[src/design/msfc_pkg.sv]
// Package: shared constants, types and codes for the Mode S frame CRC checker.
package msfc_pkg;

  localparam int FRAME_BYTES = 14;
  localparam int POS_W       = 4;
  localparam int CRC_W       = 24;
  localparam int BYTE_W      = 8;
  localparam int DF_W        = 5;

  localparam logic [CRC_W-1:0] CRC_GEN = 24'hFFF409;

  localparam logic [POS_W-1:0] POS_FRAME_END   = POS_W'(FRAME_BYTES);
  localparam logic [POS_W-1:0] POS_PARITY_0    = POS_W'(FRAME_BYTES - 3);
  localparam logic [POS_W-1:0] POS_PARITY_1    = POS_W'(FRAME_BYTES - 2);
  localparam logic [POS_W-1:0] POS_PARITY_2    = POS_W'(FRAME_BYTES - 1);
  localparam logic [POS_W-1:0] POS_FORMAT      = POS_W'(0);
  localparam logic [POS_W-1:0] POS_ADDR_0      = POS_W'(1);
  localparam logic [POS_W-1:0] POS_ADDR_1      = POS_W'(2);
  localparam logic [POS_W-1:0] POS_ADDR_2      = POS_W'(3);

  typedef enum logic [1:0] {
    STATUS_OK         = 2'd0,
    STATUS_MISMATCH   = 2'd1,
    STATUS_BAD_LENGTH = 2'd2
  } status_t;

endpackage

[src/design/msfc_crc_byte.sv]
// Byte-wide CRC-24 update, MSB first, generator 0xFFF409.
module msfc_crc_byte (
  input  logic [msfc_pkg::CRC_W-1:0]  crc_in,
  input  logic [msfc_pkg::BYTE_W-1:0] data_in,
  output logic [msfc_pkg::CRC_W-1:0]  crc_out
);

  always_comb begin
    logic [msfc_pkg::CRC_W-1:0] c;
    c = crc_in ^ {data_in, {(msfc_pkg::CRC_W - msfc_pkg::BYTE_W){1'b0}}};
    for (int i = 0; i < msfc_pkg::BYTE_W; i++) begin
      if (c[msfc_pkg::CRC_W-1]) begin
        c = {c[msfc_pkg::CRC_W-2:0], 1'b0} ^ msfc_pkg::CRC_GEN;
      end else begin
        c = {c[msfc_pkg::CRC_W-2:0], 1'b0};
      end
    end
    crc_out = c;
  end

endmodule

[config.mk]
export PLATFORM = sky130hd
export DESIGN_NAME = msfc_crc_byte
export DESIGN_NICKNAME = d
export VERILOG_FILES = /design/src/design/msfc_pkg.sv /design/src/design/msfc_crc_byte.sv
export SDC_FILE = /design/constraint.sdc
export NUM_CORES = 1
export LEC_CHECK = 0
export ABC_AREA = 1
export BUFFER_PORTS_ARGS = -buffer_cell sky130_fd_sc_hd__buf_4
export CAP_MARGIN = 25
export CORE_UTILIZATION = 51
export DETAILED_ROUTE_END_ITERATION = 10
export PLACE_DENSITY = 0.91
export SETUP_SLACK_MARGIN = 0.02
export SLEW_MARGIN = 20
export SYNTH_ARGS = -nofsm -noshare
export SYNTH_HDL_FRONTEND = slang
export SYNTH_SLANG_ARGS = --single-unit
[constraint.sdc]
create_clock -name vclk -period 2.6
set_input_delay 0.26 -clock vclk [all_inputs]
set_output_delay 0.26 -clock vclk [all_outputs]
set_load 0.01 [all_outputs]
# Word level (Yosys, flattened, before mapping)
# Cells that the tools add are included.
totals:
  output_inout_bits: 24
  register_bits: 0
  word_cells: 17
classes:
  bitwise_logic: 9
  muxes: 8
op_table:
  columns: ["operator", "count"]
  rows:
  - ["$mux 24", 8]
  - ["$not 15->15", 8]
  - ["$xor 24x24->24", 1]

# Longest topological paths before layout
# Gate-level depths: netlist of the first run.
depth:
  depth_word: 17
  depth_mapped: 12
  mapped_depth_nobuf: 12

# Worst setup path before layout of the first run
# No wires, ideal clock.
synth_timing:
  path_kind: "input-to-output"
  startpoint: "input data_in[0] (netlist name)"
  endpoint: "output crc_out[3] (netlist name)"
  arrival_ns: 1.277
  cell_stages: 8
  path_slack_ns: 1.063
  n_path_buf: 0
  path_cell_list: "xnor2_1 nand2_2 nand2_8 xor2_4 nand2_4 nand2_4 nand2_2 nand2_1"
synth_via:
  elab_chain_cells: 16
synth_rtl:
  columns: ["item", "line", "source"]
  rows:
  - ["start: declaration", "msfc_crc_byte.sv:4", "input logic [msfc_pkg::BYTE_W-1:0] data_in,"]
  - ["$xor 24x24->24 (*)", "msfc_crc_byte.sv:10", "c = crc_in ^ {data_in, {(msfc_pkg::CRC_W - msfc_pkg::BYTE_W){1'b0}}};"]
  - ["$not 15->15 (no source line)", null, null]
  - ["$mux 24 (*)", "msfc_crc_byte.sv:12", "if (c[msfc_pkg::CRC_W-1]) begin"]
  - ["$not 15->15 (no source line)", null, null]
  - ["$mux 24 (*)", "msfc_crc_byte.sv:12", null]
  - ["$not 15->15 (no source line)", null, null]
  - ["$mux 24 (*)", "msfc_crc_byte.sv:12", null]
  - ["$not 15->15 (no source line)", null, null]
  - ["$mux 24 (*)", "msfc_crc_byte.sv:12", null]
  - ["$not 15->15 (no source line)", null, null]
  - ["$mux 24 (*)", "msfc_crc_byte.sv:12", null]
  - ["$not 15->15 (no source line)", null, null]
  - ["$mux 24 (*)", "msfc_crc_byte.sv:12", null]
  - ["$not 15->15 (no source line)", null, null]
  - ["$mux 24 (*) (2 in a row)", "msfc_crc_byte.sv:12", null]
  - ["end: declaration", "msfc_crc_byte.sv:5", "output logic [msfc_pkg::CRC_W-1:0] crc_out"]
# Mark *: on every way between the ends. The rest lies on a longest branch, timed or not.

# Worst setup path after layout of the first run
layout_timing:
  startpoint: "input crc_in[23] (netlist name)"
  endpoint: "output crc_out[15] (netlist name)"
layout_via:
  elab_chain_cells: 15
  word_cells_on_any_way: 16
layout_rtl:
  columns: ["item", "line", "source"]
  rows:
  - ["start: declaration", "msfc_crc_byte.sv:3", "input logic [msfc_pkg::CRC_W-1:0] crc_in,"]
  - ["$xor 24x24->24 (*)", "msfc_crc_byte.sv:10", null]
  - ["$mux 24 (*)", "msfc_crc_byte.sv:12", null]
  - ["$not 15->15 (no source line)", null, null]
  - ["$mux 24 (*)", "msfc_crc_byte.sv:12", null]
  - ["$not 15->15 (no source line)", null, null]
  - ["$mux 24 (*)", "msfc_crc_byte.sv:12", null]
  - ["$not 15->15 (no source line)", null, null]
  - ["$mux 24 (*) (2 in a row)", "msfc_crc_byte.sv:12", null]
  - ["$not 15->15 (no source line) / $mux 24 (equally long branches)", null, null]
  - ["$mux 24 (*)", "msfc_crc_byte.sv:12", null]
  - ["$not 15->15 (no source line) / $mux 24 (equally long branches)", null, null]
  - ["$mux 24 (*)", "msfc_crc_byte.sv:12", null]
  - ["$not 15->15 (no source line) / $mux 24 (equally long branches)", null, null]
  - ["$mux 24 (*)", "msfc_crc_byte.sv:12", null]
# Marks and branches as above.

==> key figures, run 1 <==
Run status
  • Status: finished, final reports clean

Min path
  • Hold Path Origin: crc_in[0]
  • Worst Hold Path EP: crc_out[8]
  • Min-delay worst type: in -> out
  • Hold path depth: 3

Place
  • Dpl hpwl: approximately 2.1 mm
  • Port-buffer cells: 56
  • Routability cong.: about 0.86

Detailed routing
  • Total wire length: around 2.3 mm
  • Drt drc: 0
  • Vias: roughly 1100
  • Initial DRC count: 15
  • Remaining antenna violation count: 0
  • Pre-antenna DRT Iters: 4
  • Routed vias/inst: 4.688
  • DR WL/cell: roughly 10 um

Layout
  • Clock Buffer Count: 0
  • Register area: 0 sq um
  • Seq cells: 0
  • Area grow syn2layout: 46.34%
  • Fraction of layout cells with a size suffix above 1: between 30% and 40%
  • Final #Nets: about 250
  • Ant. Diodes: 0

STA
  • Setup violations, final: 0
  • Max Freq: ~0.54 GHz
  • Count of endpoints failing hold in the final timing report: 0
  • RSZ-0062 raised after global routing: false
  • Rel. slew slack: between 70% and 80%
  • Final worst path period share: a little over 70%
  • Hold_ws: around 0.79 ns
  • Minimum clock period: between 1.5 and 2 ns
  • Worst Max-Slew Pin Slew: ~0.33 ns
  • Setup TNS: 0 ns
  • Slew Limit Fails: 0

Setup path
  • Crit path launch type: input pin
  • Arr. time, crit path: about 1.6 ns
  • Largest fanout on the critical path: 5
  • Data required, critical path: between 2 and 2.5 ns
  • Worst setup EP type: output port
  • Kind of critical path: in -> out

Pwr
  • Max IR drop VDD: around 0.00026 V
  • Leak: approximately 0.84 nW
  • Power Dens Cells: ~450 nW/um^2

Global routing
  • Remaining Overflow, GRT: 0
  • Largest net degree at the start of global routing: 10
  • First-pass GRT wire length: about 3.9 mm
  • Initial antenna violation count: 0
  • Vias in the first global route: between 900 and 1000
  • GRT Overall Usage: a little under a quarter

Floorplan
  • Die Ht: 45.72 um
  • Row cnt: 15
  • Die area: 2090 sq um
  • IO Count: 56
  • Die X-Extent: between 40 and 50 um
  • Initial core utilization: a little under three fifths
  • Core Region: about 1800 sq um

Clocking
  • Hold buffers post-CTS: 0
  • Post-CTS Setup Inserts: 0
  • Post-CTS Resized: 0

Synth
  • Synth Instances: 156
  • Mapped cell area: 974.7 sq um
  • Synth warnings: 0
  • Syn Nets: ~190
  • Commonest cells in the netlist: nand2_1, xor2_1, inv_1, nand3_1, nand2_2
  • Synth top area share: between 20% and 30%
  • Cell variety after synth: 15
  • Synth area leader: xor2_1
  • Ranking of synthesized cells by area: xor2_1, nand2_1, nand3_1
  • Syn Area/Cell: between 6 and 7 sq um
  • Most common cell in the netlist: nand2_1
  • Register area share after synthesis: 0%

Job
  • Maxcap violations: 0
report_power, final:
part           total, mW  internal, mW  switching (mW)
Combinational      0.646         0.309           0.337
Sequential             0             0               0
Clock                  0             0               0
Total              0.646         0.309           0.337
critical path, cell delays in order:
cell	delay (ns)
buf_4	0.12
inv_1	0.06
nand2_1	0.05
nand2_1	0.15
nand2_1	0.09
nand2_1	0.15
nand2_1	0.11
nand2_1	0.16
nand2_1	0.09
nand3_1	0.07
nand3_1	0.07
nand2_1	0.08
buf_4	0.11
metrics by stage:
step | area, sq um | power, mW | setup WS [ns] | cells | utilization [%]
detailed placement | 1426 | 0.6500 | 0.7577 | 237 | 80.85
global route | 1426 | 0.7076 | 0.6020 | 237 | 80.85
CTS | 1426 | 0.6514 | 0.7534 | 237 | 80.85
global placement | 1426 | 0.6300 | 0.7972 | 237 | 80.85
finish | 1426 | 0.6462 | 0.7492 | 237 | 80.85
floorplan | 974.7 | 0.3850 | 1.063 | 156 | -
metal layers:
metal / track usage, % / part of all wire (%) / vias to the layer above
met1: 29.52 / 42 / 484
met5: 0 / 0 / -
met2: 44.86 / 53 / 38
met3: 0.7937 / 3.8 / 4
met4: 4.118 / 1.3 / 0
li1: - / - / 585
cells by family after synthesis:
group / synth area share (%)
and+or+nand+nor: 48.65
xor gates and xnor gates: 43.01
buffers and inverters: 8.344
area by class of cell:
type,count,area [sq um]
fill,134,337.8
inverter,21,81.33
multi-input combinational,135,893.4
tap,25,31.28
timing repair buffer,56,420.4
layout by cell type (no fill, tap or decap):
| master | netlist | final |
|---|---|---|
| nand2_4 | 4 | 4 |
| xnor2_2 | 2 | 2 |
| nand2_2 | 9 | 9 |
| nand3_1 | 18 | 18 |
| xnor2_1 | 8 | 8 |
| inv_4 | 1 | 1 |
| xor2_1 | 28 | 28 |
| nand3b_1 | 2 | 2 |
| nand2_1 | 58 | 58 |
| xnor2_4 | 1 | 1 |
| xor2_4 | 1 | 1 |
| buf_4 | 0 | 56 |
| xor2_2 | 1 | 1 |
| nand3_2 | 1 | 1 |
| nand2_8 | 2 | 2 |
| inv_1 | 20 | 20 |
how the worst max path moves through the flow:
stage                     from     endpoint  slack [ns]
floorplan           data_in[0]   crc_out[3]        1.06
global placement    data_in[0]   crc_out[3]        0.80
detailed placement  data_in[0]  crc_out[10]        0.76
CTS                 data_in[0]  crc_out[10]        0.75
global route        crc_in[23]  crc_out[16]        0.60
finish              crc_in[23]  crc_out[15]        0.75
Note: power is estimated with default switching activity, not from simulation.
==> run 2: changes to the inputs <==
CORE_UTILIZATION = 43   (was 51)
PLACE_DENSITY = 0.82   (was 0.91)
clock period = 1.5 ns   (was 2.6 ns; I/O delays follow)
==> run 2 against run 1 <==
  * The flow now stops in 5_1_grt
  * Area after synthesis unchanged
  * Synthesized cell count unchanged
==> key figures, run 2 <==
Run status
  • Status: stopped before the end
  • Stop stage: 5_1_grt
  • First Err: [ERROR DPL-0038] Utilization greater than 100%, impossible to legalize

STA
  • Worst End Pin Type: primary output
  • Worst endpoint after global-route timing repair: crc_out[16]

Global routing
  • Largest net degree at the start of global routing: 7

Synth
  • Cell variety after synth: 15 (unchanged)
  • Syn Area/Cell: 6.248 sq um (unchanged)
  • Synth Instances: 156 (unchanged)
  • Most common cell in the netlist: nand2_1
  • Commonest cells in the netlist: nand2_1, xor2_1, inv_1, nand3_1, nand2_2
  • Ranking of synthesized cells by area: xor2_1, nand2_1, nand3_1
  • Synth warnings: 0 (unchanged)
  • Register area share after synthesis: 0% (unchanged)
  • Mapped cell area: 974.7 sq um (unchanged)
  • Syn Nets: 188 (unchanged)
  • Synth top area share: 25.16% (unchanged)
  • Synth area leader: xor2_1

Place
  • Dpl cells: 253 (+6.8%)
  • Port-buffer cells: 56 (unchanged)
  • Pre-CTS setup slack: -0.1058 ns (-0.8635 ns)
  • Routability cong.: 0.7994 (-6.8%)
  • Dpl hpwl: 2.238 mm (+5.8%)

Floorplan
  • Die Ht: 49.61 um (+8.5%)
  • Row cnt: 16 (+1)
  • IO Count: 56 (unchanged)
  • Initial core utilization: 47.73% (-7.5 points)
  • Die X-Extent: 49.61 um (+8.5%)
## run 2: cell counts after synthesis
Identical to the previous run, type by type.
## run 2: kinds of logic after synthesis
logic type | Yosys count | synth area share, %
XOR/XNOR | 41 | 43.01
buffers and inverters | 21 | 8.344
AND/OR/NAND/NOR | 94 | 48.65
## run 2: per-stage QoR
step	hold WS, ns	TNS, ns	area, sq um
CTS	0.5697	0	1729
detailed placement	0.5699	-0.5739	1534
global placement	0.5673	-0.05904	1534
floorplan	0.3801	0	974.7
## run 2: what timing repair did
item	4_1_cts
setup buffers	6
resized for setup	35
endpoints found under the setup margin	13
pin swaps	16
hold buffers	0
==> run 3: changes to the inputs <==
CORE_AREA = 2 2 63 65   (was unset)
CORE_UTILIZATION = unset   (was 43)
DIE_AREA = 0 0 65 67   (was unset)
PLACE_DENSITY = unset   (was 0.82)
PLACE_DENSITY_LB_ADDON = 0.15   (was unset)
SETUP_SLACK_MARGIN = unset   (was 0.02)
clock period = 2 ns   (was 1.5 ns; I/O delays follow)
==> run 3 against run 2 <==
  * The run now ends clean
==> key figures, run 3 (synthesized netlist as in run 1, its figures left out) <==
Place
  • Dpl cells: 260 (+2.8%)
  • Dpl hpwl: 2.049 mm (-8.5%)
  • Routability cong.: 0.7472 (-6.5%)
  • Port-buffer cells: 56 (unchanged)

Global routing
  • GRT Overall Usage: a little over a tenth
  • First-pass GRT wire length: 3.891 mm
  • Largest net degree at the start of global routing: 10
  • Remaining Overflow, GRT: 0
  • Vias in the first global route: 907
  • Initial antenna violation count: 0

Setup path
  • CP Cell Sequence: buf_4 > inv_1 > nand2_1 > nand2_1 > nand2_1 > nand2_1 > xor2_1 > inv_1 > nand2_1 > nand2_1 > nand2_1 > nand2_1 > buf_4
  • Crit path buf inv count: 4
  • Crit path launch type: input pin
  • Cell repeated most along the worst path: nand2_1
  • Crit-path max cell delay: ~0.23 ns
  • Arr. time, crit path: about 1.5 ns
  • CP max stage cell: xor2_1
  • Worst setup EP type: output port
  • Data required, critical path: 1.80 ns
  • Largest fanout on the critical path: 5
  • Cell family with most CP delay: simple AND/OR/NAND/NOR gates
  • Kind of critical path: in -> out

Detailed routing
  • Met3 wire len: 223 um
  • Drt drc: 0
  • DR WL/cell: 8.719 um
  • Pre-antenna DRT Iters: 4
  • Routed vias/inst: around 4
  • Initial DRC count: 44
  • M1 WL: slightly above 1 mm
  • Met2 routed WL: ~1 mm
  • Vias: roughly 1000
  • Total wire length: 2.267 mm
  • Top layer reached by signal wires: met3
  • Remaining antenna violation count: 0

Layout
  • FILL cells: ~430
  • Fraction of layout cells with a size suffix above 1: between 30% and 40%
  • Seq cells: 0
  • Final #Nets: 246
  • Commonest non-fill, non-tap cell in the layout: nand2_1
  • Cell Count, Final, Fillers Out: 260
  • Multi-input combinational cell area: between 800 and 900 sq um
  • Commonest non-fill, non-tap cells in the layout: nand2_1, buf_4, xor2_1
  • Register area: 0 sq um
  • Clock Buffer Count: 0
  • Ant. Diodes: 0
  • Area grow syn2layout: 49.29%
  • Fin util: 40.35%

Floorplan
  • IO Count: 56 (unchanged)
  • Row cnt: 22 (+6)
  • Die X-Extent: 65 um (+31%)
  • Die area: 4355 sq um
  • Die Ht: 67 um (+35%)
  • Initial core utilization: 27.03% (-21 points)
  • Core Region: between 3000 and 4000 sq um

STA
  • Rel. slew slack: about four fifths
  • Count of endpoints failing hold in the final timing report: 0
  • Minimum clock period: between 1.5 and 2 ns
  • RSZ-0062 raised after global routing: false
  • Setup TNS: 0 ns
  • Max Freq: about 0.58 GHz
  • Setup violations, final: 0
  • Worst Max-Slew Pin Slew: ~0.32 ns
  • Slew Limit Fails: 0
  • Final worst path period share: 86.35%

Pwr
  • Power Dens Cells: 571.0 nW/um^2
  • Leak: ~0.84 nW
  • Max IR drop VDD: 0.0001876 V

Min path
  • Hold Path Origin: crc_in[3]
  • Worst Hold Path EP: crc_out[11]
  • Hold path depth: 3
  • Min-delay worst type: in -> out

Clocking
  • Hold buffers post-CTS: 0 (unchanged)
  • Post-CTS Setup Inserts: 0 (-6)
  • Post-CTS Resized: 0 (-100%)

Run status
  • Status: finished, final reports clean

Job
  • Maxcap violations: 0
## run 3: worst max path at each step
stage,slack (ns),depth (start not counted),endpoint,start
after floorplan,0.58,8,crc_out[3],data_in[0]
after global placement,0.23,13,crc_out[15],crc_in[23]
after detailed placement,0.24,13,crc_out[15],crc_in[23]
after CTS,0.24,13,crc_out[15],crc_in[23]
after global routing,0.02,13,crc_out[15],data_in[7]
final,0.27,13,crc_out[16],crc_in[23]
## run 3: cell type report
type	count	share of cell area, %
inverter	21	5.589
tap	48	4.127
timing repair buffer	56	28.89
multi-input combinational	135	61.39
## run 3: where the power goes
group          internal [mW]  switching, mW
clock network              0              0
registers                  0              0
logic                  0.402          0.429
total                  0.402          0.429
## run 3: metrics by stage
stage	hold slack, ns	power (mW)	worst slack [ns]	cell area (sq um)
floorplan	0.4801	0.5005	0.5833	974.7
global placement	0.6671	0.8472	0.2349	1455
detailed placement	0.6695	0.8442	0.2429	1455
CTS	0.6697	0.8468	0.2418	1455
global route	0.6740	0.9250	0.02109	1455
finish	0.6678	0.8310	0.2729	1455
## run 3: tightest hold or removal path, cell delays in order
cell and delay [ns]:
buf_4 0.08, xor2_1 0.05, buf_4 0.13
## run 3: per-layer routing
metal / vias up / track usage [%]
met1: 423 / 15.66
met4: 0 / 0
met2: 37 / 17.91
li1: 585 / -
met3: 0 / 1.858
met5: - / 0
